### src/hdl/gcr_pkg.sv
// ----------------------------------------------------------------------------
// gcr_pkg: grid ray caster shared types and constants
// Field widths, fixed-point scales, controller states and control structs.
// ----------------------------------------------------------------------------
package gcr_pkg;

	localparam int TILE_PX    = 64;
	localparam int MAP_COLS   = 32;
	localparam int MAP_ROWS   = 32;
	localparam int ANGLE_BITS = 12;
	localparam int FRAC_BITS  = 8;

	localparam int ROW_W   = 5;
	localparam int COL_W   = 5;
	localparam int CELL_W  = 4;
	localparam int POS_W   = 19;
	localparam int STRIP_W = 10;
	localparam int DIST_W  = 20;
	localparam int CELLS   = MAP_ROWS * MAP_COLS;
	localparam int ADDR_W  = $clog2(CELLS);

	localparam int TILE_SH = $clog2(TILE_PX) + FRAC_BITS;
	localparam int TILE_FX = 1 << TILE_SH;
	localparam int PIX_FX  = 1 << FRAC_BITS;

	// CORDIC
	localparam int CRD_W     = 18;
	localparam int CRD_ITERS = 14;
	localparam int CRD_X0    = 9949;
	localparam int MAG_W     = CRD_W - 1;

	// Q16 ratio divider
	localparam int Q_SH      = 16;
	localparam int DIV_STEPS = MAG_W + Q_SH;
	localparam int RAT_W     = DIV_STEPS + 1;
	localparam logic [RAT_W-1:0] RAT_SAT = RAT_W'(1) << (RAT_W - 1);

	// offset multiply, split in two partial products
	localparam int D_W   = TILE_SH + 1;
	localparam int Q_LO  = 17;
	localparam int ACC_W = D_W + RAT_W;

	// march coordinates
	localparam int PT_W = 36;
	localparam logic signed [PT_W-1:0] W_PT    = PT_W'(MAP_COLS * TILE_FX);
	localparam logic signed [PT_W-1:0] H_PT    = PT_W'(MAP_ROWS * TILE_FX);
	localparam logic signed [PT_W-1:0] TILE_PT = PT_W'(TILE_FX);
	localparam logic signed [PT_W-1:0] PIX_PT  = PT_W'(PIX_FX);
	localparam logic signed [PT_W-1:0] POS_MAX = PT_W'((1 << POS_W) - 1);

	// distance
	localparam int DX_W       = POS_W + 1;
	localparam int SQ_W       = 2 * DX_W + 1;
	localparam int SQRT_STEPS = DX_W;
	localparam logic [SQ_W-1:0] SQ_BIT0 = SQ_W'(1) << (2 * (SQRT_STEPS - 1));
	localparam int DST_W      = DX_W + 1;
	localparam logic [DST_W-1:0] DST_NONE = '1;
	localparam logic [DST_W-1:0] DST_MAX  = DST_W'((1 << DIST_W) - 1);

	localparam logic [ANGLE_BITS-1:0] ANG_HALF = ANGLE_BITS'(1 << (ANGLE_BITS - 1));
	localparam logic [ANGLE_BITS-1:0] ANG_QTR  = ANGLE_BITS'(1 << (ANGLE_BITS - 2));
	localparam logic [ANGLE_BITS-1:0] ANG_3QTR = ANGLE_BITS'(3 << (ANGLE_BITS - 2));

	localparam int CNT_W = ADDR_W + 1;

	localparam logic CMD_WRITE = 1'b0;
	localparam logic CMD_CAST  = 1'b1;

	typedef enum logic [3:0] {
		ST_CLEAR,
		ST_IDLE,
		ST_CORDIC,
		ST_DIV_INIT,
		ST_DIV,
		ST_DIV_STORE,
		ST_MUL_LO,
		ST_MUL_HI,
		ST_MARCH_INIT,
		ST_MARCH_ADDR,
		ST_MARCH_CHECK,
		ST_SQ_LO,
		ST_SQ_HI,
		ST_SQRT,
		ST_DIST_STORE,
		ST_FINISH
	} gcr_state_t;

	typedef struct packed {
		logic             load;
		logic             cell_wr;
		logic             clear;
		logic             crd_step;
		logic             div_init;
		logic             div_step;
		logic             div_store;
		logic             mul_lo;
		logic             mul_hi;
		logic             march_init;
		logic             march_addr;
		logic             march_check;
		logic             sq_lo;
		logic             sq_hi;
		logic             sqrt_step;
		logic             dist_store;
		logic             finish;
		logic             sel;
		logic [CNT_W-1:0] cnt;
	} gcr_cmd_t;

	typedef struct packed {
		logic in_map;
		logic hit;
	} gcr_stat_t;

	function automatic logic signed [CRD_W-1:0] crd_atan(input logic [3:0] i);
		logic signed [CRD_W-1:0] v;
		case (i)
			4'd0:    v = 18'sd8192;
			4'd1:    v = 18'sd4836;
			4'd2:    v = 18'sd2555;
			4'd3:    v = 18'sd1297;
			4'd4:    v = 18'sd651;
			4'd5:    v = 18'sd326;
			4'd6:    v = 18'sd163;
			4'd7:    v = 18'sd81;
			4'd8:    v = 18'sd41;
			4'd9:    v = 18'sd20;
			4'd10:   v = 18'sd10;
			4'd11:   v = 18'sd5;
			4'd12:   v = 18'sd3;
			4'd13:   v = 18'sd1;
			default: v = 18'sd0;
		endcase
		return v;
	endfunction

endpackage

### src/hdl/gcr_ctrl.sv
// ----------------------------------------------------------------------------
// gcr_ctrl: grid ray caster controller
// Sequences map clear, CORDIC, ratio divides, marches and square roots.
// ----------------------------------------------------------------------------
module gcr_ctrl (
	input  logic                clk,
	input  logic                arst_n,
	input  logic                start,
	input  logic                cmd_in,
	input  gcr_pkg::gcr_stat_t  stat,
	output logic                busy,
	output gcr_pkg::gcr_cmd_t   ctl
);
	import gcr_pkg::*;

	gcr_state_t       state_q, state_d;
	logic [CNT_W-1:0] cnt_q, cnt_d;
	logic             sel_q, sel_d;
	logic             march_exit;

	always_ff @(posedge clk or negedge arst_n) begin
		if (!arst_n) begin
			state_q <= ST_CLEAR;
			cnt_q   <= '0;
			sel_q   <= 1'b0;
		end else begin
			state_q <= state_d;
			cnt_q   <= cnt_d;
			sel_q   <= sel_d;
		end
	end

	always_comb begin
		state_d    = state_q;
		cnt_d      = cnt_q;
		sel_d      = sel_q;
		march_exit = 1'b0;
		unique case (state_q)
			ST_CLEAR: begin
				if (cnt_q == CNT_W'(CELLS - 1)) begin
					state_d = ST_IDLE;
					cnt_d   = '0;
				end else begin
					cnt_d = cnt_q + 1'b1;
				end
			end
			ST_IDLE: begin
				if (start && cmd_in == CMD_CAST) begin
					state_d = ST_CORDIC;
					cnt_d   = '0;
				end
			end
			ST_CORDIC: begin
				if (cnt_q == CNT_W'(CRD_ITERS - 1)) begin
					state_d = ST_DIV_INIT;
					cnt_d   = '0;
					sel_d   = 1'b0;
				end else begin
					cnt_d = cnt_q + 1'b1;
				end
			end
			ST_DIV_INIT: begin
				state_d = ST_DIV;
				cnt_d   = '0;
			end
			ST_DIV: begin
				if (cnt_q == CNT_W'(DIV_STEPS - 1)) begin
					state_d = ST_DIV_STORE;
				end else begin
					cnt_d = cnt_q + 1'b1;
				end
			end
			ST_DIV_STORE: begin
				if (!sel_q) begin
					state_d = ST_DIV_INIT;
					sel_d   = 1'b1;
				end else begin
					state_d = ST_MUL_LO;
					sel_d   = 1'b0;
				end
			end
			ST_MUL_LO:     state_d = ST_MUL_HI;
			ST_MUL_HI:     state_d = ST_MARCH_INIT;
			ST_MARCH_INIT: state_d = ST_MARCH_ADDR;
			ST_MARCH_ADDR: begin
				if (stat.in_map) begin
					state_d = ST_MARCH_CHECK;
				end else begin
					march_exit = 1'b1;
				end
			end
			ST_MARCH_CHECK: begin
				if (stat.hit) begin
					march_exit = 1'b1;
				end else begin
					state_d = ST_MARCH_ADDR;
				end
			end
			ST_SQ_LO: state_d = ST_SQ_HI;
			ST_SQ_HI: begin
				state_d = ST_SQRT;
				cnt_d   = '0;
			end
			ST_SQRT: begin
				if (cnt_q == CNT_W'(SQRT_STEPS - 1)) begin
					state_d = ST_DIST_STORE;
				end else begin
					cnt_d = cnt_q + 1'b1;
				end
			end
			ST_DIST_STORE: begin
				if (!sel_q) begin
					state_d = ST_SQ_LO;
					sel_d   = 1'b1;
				end else begin
					state_d = ST_FINISH;
				end
			end
			ST_FINISH: state_d = ST_IDLE;
			default:   state_d = ST_IDLE;
		endcase
		if (march_exit) begin
			if (!sel_q) begin
				state_d = ST_MUL_LO;
				sel_d   = 1'b1;
			end else begin
				state_d = ST_SQ_LO;
				sel_d   = 1'b0;
			end
		end
	end

	always_comb begin
		ctl     = '0;
		ctl.cnt = cnt_q;
		ctl.sel = sel_q;
		busy    = 1'b1;
		unique case (state_q)
			ST_CLEAR: ctl.clear = 1'b1;
			ST_IDLE: begin
				busy        = 1'b0;
				ctl.load    = start && cmd_in == CMD_CAST;
				ctl.cell_wr = start && cmd_in == CMD_WRITE;
			end
			ST_CORDIC:      ctl.crd_step    = 1'b1;
			ST_DIV_INIT:    ctl.div_init    = 1'b1;
			ST_DIV:         ctl.div_step    = 1'b1;
			ST_DIV_STORE:   ctl.div_store   = 1'b1;
			ST_MUL_LO:      ctl.mul_lo      = 1'b1;
			ST_MUL_HI:      ctl.mul_hi      = 1'b1;
			ST_MARCH_INIT:  ctl.march_init  = 1'b1;
			ST_MARCH_ADDR:  ctl.march_addr  = 1'b1;
			ST_MARCH_CHECK: ctl.march_check = 1'b1;
			ST_SQ_LO:       ctl.sq_lo       = 1'b1;
			ST_SQ_HI:       ctl.sq_hi       = 1'b1;
			ST_SQRT:        ctl.sqrt_step   = 1'b1;
			ST_DIST_STORE:  ctl.dist_store  = 1'b1;
			ST_FINISH:      ctl.finish      = 1'b1;
			default:        busy            = 1'b1;
		endcase
	end

endmodule

### config.mk
export PLATFORM = sky130hd
export DESIGN_NAME = gcr_ctrl
export DESIGN_NICKNAME = d
export VERILOG_FILES = /design/src/hdl/gcr_pkg.sv /design/src/hdl/gcr_ctrl.sv
export SDC_FILE = /design/constraint.sdc
export NUM_CORES = 1
export LEC_CHECK = 0
export BUFFER_PORTS_ARGS = -buffer_cell sky130_fd_sc_hd__buf_2
export CAP_MARGIN = 25
export CORE_ASPECT_RATIO = 2
export CORE_UTILIZATION = 40
export CTS_CLUSTER_SIZE = 25
export DETAILED_ROUTE_END_ITERATION = 8
export GPL_TIMING_DRIVEN = 1
export PLACE_DENSITY = 0.75
export SYNTH_ARGS = -nofsm -noshare
export SYNTH_HDL_FRONTEND = slang
export SYNTH_SLANG_ARGS = --single-unit
export TNS_END_PERCENT = 20
### constraint.sdc
create_clock -name clk -period 1.8 [get_ports clk]
set_clock_uncertainty 0.1 [all_clocks]
set_input_delay 0.09 -clock clk [delete_from_list [all_inputs] [get_ports clk]]
set_output_delay 0.09 -clock clk [all_outputs]
set_load 0.03 [all_outputs]
==> results.sh <==
export IMPL_status="finished with violations"
export IMPL_violations="negative setup slack"
export IMPL_critPathLaunchType="register"
export IMPL_swShare_pct=48.91
export IMPL_grt_max_degree=17
export IMPL_synthArstFlopShare_pct=100.0
export IMPL_ys_types=51
export IMPL_area_delta_synth_final_pct=65.52
export IMPL_die_area_um2=3606
export IMPL_peakVddDrop_mv=1.279
export IMPL_grt_usage_pct=25.69
export IMPL_r2r_cells=7
export IMPL_cts_root_buffer="clkbuf_8"
export IMPL_yosysSeqAreaShare_pct=29.82
export IMPL_synth_top_cell_area_share_pct=29.82
export IMPL_antenna_left=0
export IMPL_core_area_um2=3193
export IMPL_synth_top_area_cell="dfrtp_1"
export IMPL_clk_path_buf_depth=2
export IMPL_cts_tree="done"
export IMPL_p_seq_share_pct=16.2
export IMPL_nFillCells=236
export IMPL_fin_crit_sh_pct=111.5
export IMPL_ys_flop_type="dfrtp_1"
export IMPL_fin_setup_tns_ns=-1.930
export IMPL_path_depth=7
export IMPL_synth_edf_count=0
export IMPL_first_pass_iters=4
export IMPL_slew_limit_headroom_pct=74.71
export IMPL_slowest_stage="or4_1"
export IMPL_viasPerCell=5.786
export IMPL_syn_cell_area_um2=1343
export IMPL_synthTopCellsByArea="dfrtp_1 30%, nor2_1 5.9%, nand2_1 5.3%, o21ai_0 4.1%, a21oi_1 3.7%"
export IMPL_drt_initial_drc_count=33
export IMPL_fin_crit_ns=2.006
export IMPL_htreeDepth=1
export IMPL_fin_nets=264
export IMPL_post_drt_wl_per_cell_um=16.26
export IMPL_vias=1649
export IMPL_crit_family="simple AND/OR/NAND/NOR gates"
export IMPL_start_util_pct=42.05
export IMPL_fin_ws_ns=-0.2065
export IMPL_syn_inst=165
export IMPL_num_io_pins=36
export IMPL_yosysWarnings=0
export IMPL_clk_latency_ns=0.25
export IMPL_crit_chain="buf_6, nor4bb_4, a21oi_2, o21ai_4, buf_12, or4_1, o211ai_1"
export IMPL_gp_congestion=0.9686
export IMPL_grt_pass1_vias=1669
export IMPL_critPathKind="reg2reg"
export IMPL_cts_clk_slew_worst_paths_ns=0.06
export IMPL_p_per_area_nw_per_um2=1932
export IMPL_slew_viol_final=0
export IMPL_grt_pass1_wl_um=7120
export IMPL_clkPwrFrac_pct=6.5
export IMPL_finalHoldViolations=0
export IMPL_layout_drive_gt1_share_pct=55.91
export IMPL_critical_path_buf_inv_count=2
export IMPL_wl_um=4634
export IMPL_power_frac_comb_pct=77.3
export IMPL_diodes=0
export IMPL_port_buffers=35
export IMPL_syn_avg_cell_area_um2=8.137
export IMPL_dpl_hpwl_um=3398
export IMPL_rows=29
export IMPL_cp_slowest_stage_delay_ns=0.51
export IMPL_fmax_mhz=498.4
export IMPL_crit_arrival_ns=2.05
export IMPL_die_y_um=83.93
export IMPL_overflow=0
export IMPL_drc=0
export IMPL_total_power_mw=4.292
export IMPL_hp_class="in2async"
export IMPL_syn_nets=174
export IMPL_cap_violations=0
export IMPL_antenna_found_initial=0
export IMPL_cts_buffers=3
export IMPL_cp_end_kind="register"
export IMPL_crit_fanout=6
export IMPL_p_sw_mw=2.099
export IMPL_cts_sinks=16
export IMPL_worst_pin_slew_ns=0.3793
export IMPL_ys_seq_elements=16
export IMPL_power_internal_mw=2.193
export IMPL_required_ns=1.84
export IMPL_rsz0062_at_grt="true"
export IMPL_cellLeakagePower_nw=1.057
export IMPL_setup_viol=18
export IMPL_die_x_um=42.97
==> cells by family after synthesis <==
kind of cell	synth area share [%]
AO/OA/AOI/OAI	25.16
buffers and inverters	7.735
adder cells (fa/ha/maj)	2.796
XOR/XNOR	0.6525
AND/OR/NAND/NOR	33.83
flip-flops	29.82
==> cell type report <==
cell class | count | area (um^2) | share of cell area (%)
inverter | 6 | 22.52 | 1.014
clock buffer | 4 | 45.04 | 2.027
sequential | 16 | 407.9 | 18.36
multi-input combinational | 133 | 1016 | 45.72
tap | 31 | 38.79 | 1.745
timing repair buffer | 95 | 691.9 | 31.14
==> power by group through the flow <==
stage | registers (mW) | clock network (mW) | logic [mW]
CTS | 0.678 | 0.288 | 3.10
global placement | 0.650 | 0 | 2.82
floorplan | 0.767 | 0 | 1.65
detailed placement | 0.661 | 0 | 2.85
finish | 0.694 | 0.281 | 3.32
global route | 0.711 | 0.306 | 3.54
==> cell usage in the layout (no fill, tap or decap), types with 4 or more instances in the layout <==
cell,instances
a21oi_1,9
buf_2,31
buf_4,51
buf_6,11
dfrtp_1,10
dfrtp_2,6
inv_1,5
nand2_1,18
nand2b_1,5
nand3_1,4
nor2_1,18
o21ai_0,5
o21ai_1,7
==> final timing paths <==
kind                                         from                      to  slack [ns]
min in group clk                          stat[0]  state_q[1]$_DFFE_PN0P_        0.20
max in group asynchronous                  arst_n    cnt_q[2]$_DFFE_PN0P_        1.11
hold / removal                             arst_n       sel_q$_DFFE_PN0P_        0.19
hold reg to reg                 sel_q$_DFFE_PN0P_       sel_q$_DFFE_PN0P_        0.50
setup reg to reg           state_q[3]$_DFFE_PN0P_    cnt_q[4]$_DFFE_PN0P_       -0.21
setup / recovery           state_q[3]$_DFFE_PN0P_    cnt_q[4]$_DFFE_PN0P_       -0.21
==> repair_timing <==
item,4_1_cts,5_1_grt
hold endpoints to repair,16,0
setup endpoints to repair,18,20
hold buffers,1,0
pin swaps,9,12
gates resized for setup,26,17
setup buffers,7,1
==> metrics by stage <==
stage	hold slack [ns]	util, %	worst slack [ns]	area (um^2)	instances
3_3_place_gp	-0.07813	60.89	-0.1673	1944	273
3_5_place_dp	-0.07469	60.89	-0.2062	1944	273
2_1_floorplan	-0.3056	-	-0.1243	1409	165
5_1_grt	0.2107	69.59	-0.2660	2222	285
4_1_cts	0.1886	66.69	-0.1678	2130	285
6_report	0.1943	69.59	-0.2065	2222	285
==> cell usage after synthesis, types with 3 or more instances <==
cell	number
nand4_1	3
nand2b_1	5
or4_1	3
o41ai_1	3
nor3_1	5
o21ai_1	3
a22oi_1	3
o21ai_0	11
dfrtp_1	16
a21oi_1	10
inv_1	6
buf_6	4
nand2_1	19
nor2_1	21
nand3_1	4
buf_4	3
ha_1	3
==> layer usage <==
| metal | track usage (%) | up-vias | routed length, um |
|---|---|---|---|
| met5 | 0 | - | 0 |
| li1 | - | 775 | - |
| met1 | 22.66 | 783 | 1444 |
| met3 | 1.948 | 27 | 121 |
| met2 | 48.76 | 64 | 2695 |
| met4 | 20.11 | 0 | 373 |
==> registers in the layout, summed over array words and instances (netlist names) <==
register	cells
sel_q	1
state_q	4
cnt_q	11
Power figures use the tool's default switching activity.
